===== src/rtl/core/mpe_pkg.sv =====
`timescale 1ns / 1ps
// ----------------------------------------------------------------------------
// Midpoint ellipse package
// Shared defaults, sequencer states and multiplier operation codes.
// ----------------------------------------------------------------------------
package mpe_pkg;

   // default field widths
   localparam int COORD_BITS_DEF  = 8;
   localparam int RADIUS_BITS_DEF = 7;

   // sequencer states
   typedef enum logic [3:0] {
      ST_IDLE,
      ST_SQ_RX,
      ST_SQ_RY,
      ST_MUL_P,
      ST_START_EMIT,
      ST_STEP,
      ST_HX,
      ST_HX2,
      ST_YM,
      ST_YM2,
      ST_RR,
      ST_SW_FIN
   } state_type;

   // operand pairs for the shared multiplier
   typedef enum logic [3:0] {
      MUL_NONE,
      MUL_RX_SQ,
      MUL_RY_SQ,
      MUL_RX2_Y,
      MUL_HX_SQ,
      MUL_RY2_PROD,
      MUL_YM_SQ,
      MUL_RX2_PROD,
      MUL_RX2_RY2
   } mul_op_type;

endpackage


===== src/rtl/core/mpe_mul.sv =====
`timescale 1ns / 1ps
// ----------------------------------------------------------------------------
// Midpoint ellipse shared multiplier
// Operand select and one unsigned multiply used by every setup step.
// ----------------------------------------------------------------------------
module mpe_mul #(
   parameter int RADIUS_BITS = mpe_pkg::RADIUS_BITS_DEF
) (
   input  mpe_pkg::mul_op_type          op,
   input  logic [2*RADIUS_BITS-1:0]     rx2,
   input  logic [2*RADIUS_BITS-1:0]     ry2,
   input  logic [2*RADIUS_BITS+3:0]     prod,
   input  logic [RADIUS_BITS:0]         x_off,
   input  logic [RADIUS_BITS:0]         y_off,
   output logic [4*RADIUS_BITS+7:0]     product
);
   import mpe_pkg::*;

   localparam int MW    = 2 * RADIUS_BITS + 4;
   localparam int OFF_W = RADIUS_BITS + 1;

   logic [MW-1:0]    op_a;
   logic [MW-1:0]    op_b;
   logic [OFF_W:0]   hx;
   logic [OFF_W-1:0] ym;
   logic [MW-1:0]    rx2_ext;
   logic [MW-1:0]    ry2_ext;
   logic [MW-1:0]    y_ext;
   logic [MW-1:0]    hx_ext;
   logic [MW-1:0]    ym_ext;

   // half-step terms: 2x+1 and y-1
   assign hx = {x_off, 1'b1};
   assign ym = y_off - {{(OFF_W-1){1'b0}}, 1'b1};

   assign rx2_ext = {4'b0000, rx2};
   assign ry2_ext = {4'b0000, ry2};
   assign y_ext   = {{(MW-OFF_W){1'b0}}, y_off};
   assign hx_ext  = {{(MW-OFF_W-1){1'b0}}, hx};
   assign ym_ext  = {{(MW-OFF_W){1'b0}}, ym};

   // operand select
   always_comb begin
      case (op)
         MUL_RX_SQ: begin
            op_a = rx2_ext;
            op_b = rx2_ext;
         end
         MUL_RY_SQ: begin
            op_a = y_ext;
            op_b = y_ext;
         end
         MUL_RX2_Y: begin
            op_a = rx2_ext;
            op_b = y_ext;
         end
         MUL_HX_SQ: begin
            op_a = hx_ext;
            op_b = hx_ext;
         end
         MUL_RY2_PROD: begin
            op_a = ry2_ext;
            op_b = prod;
         end
         MUL_YM_SQ: begin
            op_a = ym_ext;
            op_b = ym_ext;
         end
         MUL_RX2_PROD: begin
            op_a = rx2_ext;
            op_b = prod;
         end
         MUL_RX2_RY2: begin
            op_a = rx2_ext;
            op_b = ry2_ext;
         end
         default: begin
            op_a = '0;
            op_b = '0;
         end
      endcase
   end

   assign product = op_a * op_b;

endmodule


===== src/rtl/core/midpoint_ellipse_point_generator_core.sv =====
`timescale 1ns / 1ps
// ----------------------------------------------------------------------------
// Midpoint ellipse point generator
// One quadrant of an axis-aligned ellipse, mirrored to columns and rows.
// ----------------------------------------------------------------------------
// A start transfer loads centre and radii. Three products (Rx^2, Ry^2,
// Rx^2*Ry) run one per cycle through the single shared multiplier, and the
// region 1 decision is formed beside the last one. A final state rounds the
// decision and loads the point once the output register is free. The next
// transfer can be taken in the cycle after that. A step transfer makes one
// add/compare update and loads its point once the output register is free.
// The step that leaves region 1 first passes the compare that finds region 1
// finished, five multiplies on the same multiplier and the region 2 setup.
// The input side is taken only in the idle state; a result waiting in the
// output register does not block the next transfer, and the sequencer holds
// its result until that register is free. The point whose y offset is zero
// is flagged last; step transfers after it return nothing.
// ----------------------------------------------------------------------------
module midpoint_ellipse_point_generator_core #(
   parameter int COORD_BITS  = mpe_pkg::COORD_BITS_DEF,
   parameter int RADIUS_BITS = mpe_pkg::RADIUS_BITS_DEF
) (
   input  logic                         clock,
   input  logic                         reset,
   // request channel
   input  logic                         req_valid,
   output logic                         req_ready,
   input  logic                         req_start_req,
   input  logic [COORD_BITS-1:0]        req_center_x,
   input  logic [COORD_BITS-1:0]        req_center_y,
   input  logic [RADIUS_BITS-1:0]       req_radius_x,
   input  logic [RADIUS_BITS-1:0]       req_radius_y,
   // response channel
   output logic                         rsp_valid,
   input  logic                         rsp_ready,
   output logic signed [COORD_BITS+1:0] rsp_col_right,
   output logic signed [COORD_BITS+1:0] rsp_col_left,
   output logic signed [COORD_BITS+1:0] rsp_row_top,
   output logic signed [COORD_BITS+1:0] rsp_row_bottom,
   output logic                         rsp_last_point
);
   import mpe_pkg::*;

   localparam int OUT_W  = COORD_BITS + 2;
   localparam int OFF_W  = RADIUS_BITS + 1;
   localparam int SQ_W   = 2 * RADIUS_BITS;
   localparam int MW     = 2 * RADIUS_BITS + 4;
   localparam int PW     = 2 * MW;
   localparam int TERM_W = 3 * RADIUS_BITS + 3;
   localparam int DEC_W  = 5 * RADIUS_BITS + 5;
   localparam int WIDE_W = OUT_W + OFF_W;

   // sequencer and walk state
   state_type                 state_ff, state_in;
   logic                      running_ff, running_in;
   logic                      region2_ff, region2_in;
   logic [OFF_W-1:0]          x_ff, x_in;
   logic [OFF_W-1:0]          y_ff, y_in;
   logic [TERM_W-1:0]         x_term_ff, x_term_in;
   logic [TERM_W-1:0]         y_term_ff, y_term_in;
   logic signed [DEC_W-1:0]   dec_ff, dec_in;
   logic signed [DEC_W-1:0]   acc_ff, acc_in;
   logic [SQ_W-1:0]           rx2_ff, rx2_in;
   logic [SQ_W-1:0]           ry2_ff, ry2_in;
   logic [MW-1:0]             prod_ff, prod_in;
   logic [COORD_BITS-1:0]     cx_ff, cx_in;
   logic [COORD_BITS-1:0]     cy_ff, cy_in;

   // output register
   logic                      out_valid_ff, out_valid_in;
   logic [OUT_W-1:0]          col_right_ff, col_right_in;
   logic [OUT_W-1:0]          col_left_ff, col_left_in;
   logic [OUT_W-1:0]          row_top_ff, row_top_in;
   logic [OUT_W-1:0]          row_bottom_ff, row_bottom_in;
   logic                      last_ff, last_in;

   // shared multiplier
   mul_op_type                mul_op;
   logic [PW-1:0]             product;
   logic signed [DEC_W-1:0]   prod_dec;

   // step arithmetic
   logic                      out_free;
   logic                      emit;
   logic [OFF_W-1:0]          emit_x;
   logic [OFF_W-1:0]          emit_y;
   logic [OFF_W-1:0]          x_inc;
   logic [OFF_W-1:0]          y_dec;
   logic [TERM_W-1:0]         x_term_inc;
   logic [TERM_W-1:0]         y_term_dec;
   logic signed [DEC_W-1:0]   ry2_dec;
   logic signed [DEC_W-1:0]   rx2_dec;
   logic signed [DEC_W-1:0]   x_term_inc_dec;
   logic signed [DEC_W-1:0]   y_term_dec_dec;
   logic signed [DEC_W-1:0]   acc_adj;
   logic signed [DEC_W-1:0]   acc_quarter;
   logic [WIDE_W-1:0]         cx_wide;
   logic [WIDE_W-1:0]         cy_wide;
   logic [WIDE_W-1:0]         ex_wide;
   logic [WIDE_W-1:0]         ey_wide;
   logic [WIDE_W-1:0]         col_r_wide;
   logic [WIDE_W-1:0]         col_l_wide;
   logic [WIDE_W-1:0]         row_t_wide;
   logic [WIDE_W-1:0]         row_b_wide;

   mpe_mul #(
      .RADIUS_BITS (RADIUS_BITS)
   ) u_mul (
      .op      (mul_op),
      .rx2     (rx2_ff),
      .ry2     (ry2_ff),
      .prod    (prod_ff),
      .x_off   (x_ff),
      .y_off   (y_ff),
      .product (product)
   );

   assign prod_dec = {{(DEC_W-PW){1'b0}}, product};

   // incremental terms
   assign x_inc      = x_ff + {{(OFF_W-1){1'b0}}, 1'b1};
   assign y_dec      = y_ff - {{(OFF_W-1){1'b0}}, 1'b1};
   assign x_term_inc = x_term_ff + {{(TERM_W-SQ_W-1){1'b0}}, ry2_ff, 1'b0};
   assign y_term_dec = y_term_ff - {{(TERM_W-SQ_W-1){1'b0}}, rx2_ff, 1'b0};
   assign ry2_dec        = {{(DEC_W-SQ_W){1'b0}}, ry2_ff};
   assign rx2_dec        = {{(DEC_W-SQ_W){1'b0}}, rx2_ff};
   assign x_term_inc_dec = {{(DEC_W-TERM_W){1'b0}}, x_term_inc};
   assign y_term_dec_dec = {{(DEC_W-TERM_W){1'b0}}, y_term_dec};

   // quarter units to whole units, truncating toward zero
   assign acc_adj     = acc_ff + {{(DEC_W-2){1'b0}}, {2{acc_ff[DEC_W-1]}}};
   assign acc_quarter = {{2{acc_adj[DEC_W-1]}}, acc_adj[DEC_W-1:2]};

   // mirrored coordinates, wrapped to the output width
   assign cx_wide    = {{(WIDE_W-COORD_BITS){1'b0}}, cx_ff};
   assign cy_wide    = {{(WIDE_W-COORD_BITS){1'b0}}, cy_ff};
   assign ex_wide    = {{OUT_W{1'b0}}, emit_x};
   assign ey_wide    = {{OUT_W{1'b0}}, emit_y};
   assign col_r_wide = cx_wide + ex_wide;
   assign col_l_wide = cx_wide - ex_wide;
   assign row_t_wide = cy_wide - ey_wide;
   assign row_b_wide = cy_wide + ey_wide;

   assign out_free = !out_valid_ff || rsp_ready;

   // multiplier operand pair for each setup state
   always_comb begin
      case (state_ff)
         ST_SQ_RX: mul_op = MUL_RX_SQ;
         ST_SQ_RY: mul_op = MUL_RY_SQ;
         ST_MUL_P: mul_op = MUL_RX2_Y;
         ST_HX:    mul_op = MUL_HX_SQ;
         ST_HX2:   mul_op = MUL_RY2_PROD;
         ST_YM:    mul_op = MUL_YM_SQ;
         ST_YM2:   mul_op = MUL_RX2_PROD;
         ST_RR:    mul_op = MUL_RX2_RY2;
         default:  mul_op = MUL_NONE;
      endcase
   end

   // sequencer: next state, datapath updates, result load
   always_comb begin
      state_in     = state_ff;
      running_in   = running_ff;
      region2_in   = region2_ff;
      x_in         = x_ff;
      y_in         = y_ff;
      x_term_in    = x_term_ff;
      y_term_in    = y_term_ff;
      dec_in       = dec_ff;
      acc_in       = acc_ff;
      rx2_in       = rx2_ff;
      ry2_in       = ry2_ff;
      prod_in      = prod_ff;
      cx_in        = cx_ff;
      cy_in        = cy_ff;
      req_ready    = 1'b0;
      emit         = 1'b0;
      emit_x       = x_ff;
      emit_y       = y_ff;

      case (state_ff)
         ST_IDLE: begin
            req_ready = 1'b1;
            if (req_valid) begin
               if (req_start_req) begin
                  // rx is parked in rx2 until it is squared
                  cx_in      = req_center_x;
                  cy_in      = req_center_y;
                  rx2_in     = {{RADIUS_BITS{1'b0}}, req_radius_x};
                  x_in       = '0;
                  y_in       = {1'b0, req_radius_y};
                  x_term_in  = '0;
                  region2_in = 1'b0;
                  running_in = 1'b1;
                  state_in   = ST_SQ_RX;
               end else if (running_ff) begin
                  state_in = ST_STEP;
               end
            end
         end
         ST_SQ_RX: begin
            rx2_in   = product[SQ_W-1:0];
            state_in = ST_SQ_RY;
         end
         ST_SQ_RY: begin
            ry2_in   = product[SQ_W-1:0];
            state_in = ST_MUL_P;
         end
         ST_MUL_P: begin
            // 4*Ry^2 - 4*Rx^2*Ry + Rx^2 in quarter units
            y_term_in = {product[TERM_W-2:0], 1'b0};
            acc_in    = (ry2_dec <<< 2) - (prod_dec <<< 2) + rx2_dec;
            state_in  = ST_START_EMIT;
         end
         ST_START_EMIT: begin
            if (out_free) begin
               dec_in     = acc_quarter;
               emit       = 1'b1;
               running_in = (y_ff != '0);
               state_in   = ST_IDLE;
            end
         end
         ST_STEP: begin
            if (!region2_ff && (x_term_ff < y_term_ff)) begin
               // region 1: x always advances, y on a non-negative decision
               if (out_free) begin
                  x_in      = x_inc;
                  x_term_in = x_term_inc;
                  emit_x    = x_inc;
                  if (dec_ff[DEC_W-1]) begin
                     dec_in = dec_ff + ry2_dec + x_term_inc_dec;
                  end else begin
                     y_in      = y_dec;
                     y_term_in = y_term_dec;
                     emit_y    = y_dec;
                     dec_in    = dec_ff + ry2_dec + x_term_inc_dec - y_term_dec_dec;
                  end
                  emit       = 1'b1;
                  running_in = (emit_y != '0);
                  state_in   = ST_IDLE;
               end
            end else if (!region2_ff) begin
               state_in = ST_HX;
            end else if (y_ff == '0) begin
               running_in = 1'b0;
               state_in   = ST_IDLE;
            end else if (out_free) begin
               // region 2: y always advances, x on a non-positive decision
               y_in      = y_dec;
               y_term_in = y_term_dec;
               emit_y    = y_dec;
               if (!dec_ff[DEC_W-1] && (dec_ff != '0)) begin
                  dec_in = dec_ff + rx2_dec - y_term_dec_dec;
               end else begin
                  x_in      = x_inc;
                  x_term_in = x_term_inc;
                  emit_x    = x_inc;
                  dec_in    = dec_ff + rx2_dec - y_term_dec_dec + x_term_inc_dec;
               end
               emit       = 1'b1;
               running_in = (y_dec != '0);
               state_in   = ST_IDLE;
            end
         end
         ST_HX: begin
            prod_in  = product[MW-1:0];
            state_in = ST_HX2;
         end
         ST_HX2: begin
            acc_in   = prod_dec;
            state_in = ST_YM;
         end
         ST_YM: begin
            prod_in  = product[MW-1:0];
            state_in = ST_YM2;
         end
         ST_YM2: begin
            acc_in   = acc_ff + (prod_dec <<< 2);
            state_in = ST_RR;
         end
         ST_RR: begin
            acc_in   = acc_ff - (prod_dec <<< 2);
            state_in = ST_SW_FIN;
         end
         ST_SW_FIN: begin
            dec_in     = acc_quarter;
            region2_in = 1'b1;
            state_in   = ST_STEP;
         end
         default: begin
            state_in = ST_IDLE;
         end
      endcase
   end

   // output register next values
   always_comb begin
      out_valid_in  = out_valid_ff && !rsp_ready;
      col_right_in  = col_right_ff;
      col_left_in   = col_left_ff;
      row_top_in    = row_top_ff;
      row_bottom_in = row_bottom_ff;
      last_in       = last_ff;
      if (emit) begin
         out_valid_in  = 1'b1;
         col_right_in  = col_r_wide[OUT_W-1:0];
         col_left_in   = col_l_wide[OUT_W-1:0];
         row_top_in    = row_t_wide[OUT_W-1:0];
         row_bottom_in = row_b_wide[OUT_W-1:0];
         last_in       = (emit_y == '0);
      end
   end

   // control registers
   always_ff @(posedge clock) begin
      if (reset) begin
         state_ff     <= ST_IDLE;
         running_ff   <= 1'b0;
         region2_ff   <= 1'b0;
         out_valid_ff <= 1'b0;
      end else begin
         state_ff     <= state_in;
         running_ff   <= running_in;
         region2_ff   <= region2_in;
         out_valid_ff <= out_valid_in;
      end
   end

   // datapath registers
   always_ff @(posedge clock) begin
      x_ff          <= x_in;
      y_ff          <= y_in;
      x_term_ff     <= x_term_in;
      y_term_ff     <= y_term_in;
      dec_ff        <= dec_in;
      acc_ff        <= acc_in;
      rx2_ff        <= rx2_in;
      ry2_ff        <= ry2_in;
      prod_ff       <= prod_in;
      cx_ff         <= cx_in;
      cy_ff         <= cy_in;
      col_right_ff  <= col_right_in;
      col_left_ff   <= col_left_in;
      row_top_ff    <= row_top_in;
      row_bottom_ff <= row_bottom_in;
      last_ff       <= last_in;
   end

   assign rsp_valid      = out_valid_ff;
   assign rsp_col_right  = col_right_ff;
   assign rsp_col_left   = col_left_ff;
   assign rsp_row_top    = row_top_ff;
   assign rsp_row_bottom = row_bottom_ff;
   assign rsp_last_point = last_ff;

endmodule


===== config.mk =====
export PLATFORM = sky130hd
export DESIGN_NAME = midpoint_ellipse_point_generator_core
export DESIGN_NICKNAME = d
export VERILOG_FILES = /design/src/rtl/core/mpe_pkg.sv /design/src/rtl/core/mpe_mul.sv /design/src/rtl/core/midpoint_ellipse_point_generator_core.sv
export SDC_FILE = /design/constraint.sdc
export NUM_CORES = 2
export LEC_CHECK = 0
export BUFFER_PORTS_ARGS = -buffer_cell sky130_fd_sc_hd__clkbuf_2
export CORE_AREA = 8 8 406 289
export CTS_BUF_LIST = sky130_fd_sc_hd__clkbuf_16
export CTS_CLUSTER_DIAMETER = 150
export DETAILED_ROUTE_END_ITERATION = 10
export DIE_AREA = 0 0 414 297
export PLACE_DENSITY = 0.44
export SLEW_MARGIN = 20
export SYNTH_ARGS = -nofsm -noshare
export SYNTH_HDL_FRONTEND = slang
export SYNTH_SLANG_ARGS = --single-unit

===== constraint.sdc =====
create_clock -name clock -period 13.7 [get_ports clock]
set_clock_uncertainty 0.2 [all_clocks]
set_input_delay 0 -clock clock [delete_from_list [all_inputs] [get_ports clock]]
set_output_delay 0 -clock clock [all_outputs]
set_load 0.005 [all_outputs]

==> results by group <==
Run status
  • Status: finished, final reports clean

Drt
  • First DRT Iteration DRCs: 2626
  • Drt wl/cell: 21.6 um
  • DRC: 0
  • Pre-antenna DRT Iters: 5
  • Vias per cell: 5.35
  • Final WL: 127000 um
  • Antenna Nets Post-Route: 0
  • Routed vias: 31400

Clocking
  • CTS Sinks: 250
  • CTS tree: yes
  • Root Driver: clkbuf_16
  • CTS buffer count: 34
  • Worst-path clk slew: 0.07 ns
  • CTS H-tree depth: 2
  • Post-CTS sizing: 0
  • Latest clock arrival within the worst-skew pair: 0.58 ns
  • Clock Tree Buf Depth: 3

Synth
  • Synth Warn #: 0
  • Adder-Cell Fraction of Synth Area: 0.262
  • Number of library cell types mapped by synthesis: 118
  • Async set-reset flop share out of synthesis: 0
  • Synthesized netlist cell count: 4312
  • Largest family of logic cells by synthesized area: adder cells
  • Post-Synth XOR/XNOR Area: 0.0957
  • Most common flop cell mapped by yosys: edfxtp_1
  • Post-synthesis cell area: 36300 um2
  • Syn_area_per_cell: 8.42 um2
  • Compound-Gate Fraction of Synth Area: 0.185
  • Register area share after synthesis: 0.204
  • Post-synth EDFFs: 239
  • Post-synthesis mux area share: 0.00697
  • Post-Synth Simple-Gate Area: 0.181
  • Register bit total from synthesis: 250

STA
  • Fin crit share: 0.901
  • Fmax: 81.0 MHz
  • RSZ-0062 raised after global routing: false
  • TNS Setup: 0 ns
  • Hold Fails Final Rpt: 0
  • Slew HR: 0.182
  • Max-slew violations: 0
  • Final min period: 12.34 ns
  • # setup viols final: 0
  • Least-Margin Pin Slew: 1.20 ns

Worst hold path
  • HP Class: in2reg

Global routing
  • Largest net degree at the start of global routing: 55
  • First-pass GRT wire length: 194000 um
  • Initial antenna violation count: 3
  • Vias in the first global route: 30400
  • Total track usage: 0.200
  • GR Overflow Total: 0

Die
  • Starting density of the core: 0.326
  • Core area: 111000 um2
  • Die width: 414 um
  • Std cell rows: 103
  • Die footprint: 123000 um2
  • I/O pins: 78
  • Die height: 297 um

Run
  • Max Cap Violations: 0

Worst setup path
  • Critical path data required time: 13.80 ns
  • Crit Path Category: reg2reg
  • Startpoint class of the critical path: register
  • Data arrival time of the critical path: 12.44 ns
  • Master of the slowest instance on the critical path: o211ai_1
  • Most numerous cell on the critical path: fa_1
  • Critical Path Max Stage Delay: 0.61 ns
  • Crit end category: register
  • Crit path max fanout: 15

Placed design
  • Count of input and output buffers: 75
  • GPL Wtd Cong: 0.896
  • DP HPWL: 104000 um

Final layout
  • Final nets: 5028
  • Synth-to-Final Area Change: 10.2%
  • Fraction of layout cells with a size suffix above 1: 0.0617
metrics by stage:
step | worst slack, ns | hold slack (ns) | cells | util | instance area (um2)
floorplan | 2.89 | -0.101 | 4313 | - | 36300
global placement | 1.66 | -0.0218 | 5750 | 0.344 | 38300
detailed placement | 1.49 | -0.0199 | 5750 | 0.344 | 38300
CTS | 1.42 | 0.0656 | 5863 | 0.359 | 40000
global route | 0.526 | 0.0765 | 5864 | 0.359 | 40000
finish | 1.36 | 0.0890 | 5867 | 0.359 | 40000
kinds of logic after synthesis:
logic type	after synthesis
AOI/OAI and AO/OA	1028
xor gates and xnor gates	391
adders and majority gates	624
buffers and inverters	617
DFF	250
muxes	25
other	1
and+or+nand+nor	1376
cell type report:
cell class                 instances  area, um2
clock inverter                    27        332
inverter                         460       1730
tap                             1470       1840
fill                           11700      71300
timing repair buffer             177       1270
multi-input combinational       3446      26600
clock buffer                      34        851
sequential                       250       7400
antenna                            3       7.51
routing by layer:
metal,share of wire,GRT usage
met2,0.40,0.288
met1,0.53,0.321
met4,0.013,0.0285
met3,0.051,0.0230
met5,0.00010,0
repair_timing:
action                    in CTS  in global routing
hold buffers                  52                  0
hold endpoints to repair      49                  0
buffers inserted               0                  0
critical path, delay by kind of cell (launching register included):
kind | cells | cell delay (ns)
compound gates | 13 | 3.26
simple gates | 12 | 3.22
xor+xnor | 3 | 0.48
buf+inv | 4 | 0.26
flops | 1 | 0.57
fa+ha+maj | 9 | 4.04
cells in the mapped netlist, types with 46 or more instances:
cell type	number	area share
nor2_1	396	0.041
nand4_1	52	0.0090
ha_1	397	0.14
a21oi_1	288	0.040
nand2b_1	54	0.0093
inv_1	456	0.047
xor2_1	143	0.035
a21o_1	111	0.023
o21ai_0	212	0.029
nor3_1	70	0.0097
clkbuf_1	126	0.013
edfxtp_1	239	0.20
fa_1	227	0.13
nand2_1	447	0.046
o211ai_1	46	0.0095
nand3_1	90	0.012
xnor2_1	243	0.059
placed cells by master (no fill, tap or decap), types with 26 or more instances in the layout:
cell type      count
inv_1            461
nand2_1          446
ha_1             397
nor2_1           393
a21oi_1          288
xnor2_1          243
edfxtp_1         239
fa_1             227
o21ai_0          211
xor2_1           143
a21o_1           111
nand3_1           90
clkbuf_2          75
nor3_1            70
nand2b_1          53
nand4_1           52
dlygate4sd3_1     52
buf_4             49
o211ai_1          46
and3_1            44
a22oi_1           38
o21a_1            38
o21bai_1          35
and2_1            35
clkbuf_16         34
nor2b_1           33
a31oi_1           31
a211oi_1          26
final timing paths:
check                                              from                       to  slack, ns  depth (start not counted)
worst max register to register        y_ff[0]$_DFFE_PP_     acc_ff[39]$_DFFE_PP_       1.36                         41
worst min register to register  running_ff$_SDFFE_PP0P_  running_ff$_SDFFE_PP0P_       0.31                          2
worst max-delay path                  y_ff[0]$_DFFE_PP_     acc_ff[39]$_DFFE_PP_       1.36                         41
worst min-delay path                    req_radius_y[2]        y_ff[2]$_DFFE_PP_       0.09                          4
flip-flops by register name, indices dropped and copies added (netlist names), 9 cells and up:
name,flops
x_term_ff,23
acc_ff,40
dec_ff,40
rsp_col_left,9
y_term_ff,23
rx2_ff,14
rsp_row_top,9
prod_ff,18
ry2_ff,14
Power is left out: the tool's default activity adds up to more than one toggle a clock period on the data nets, which glitch-free logic cannot reach.
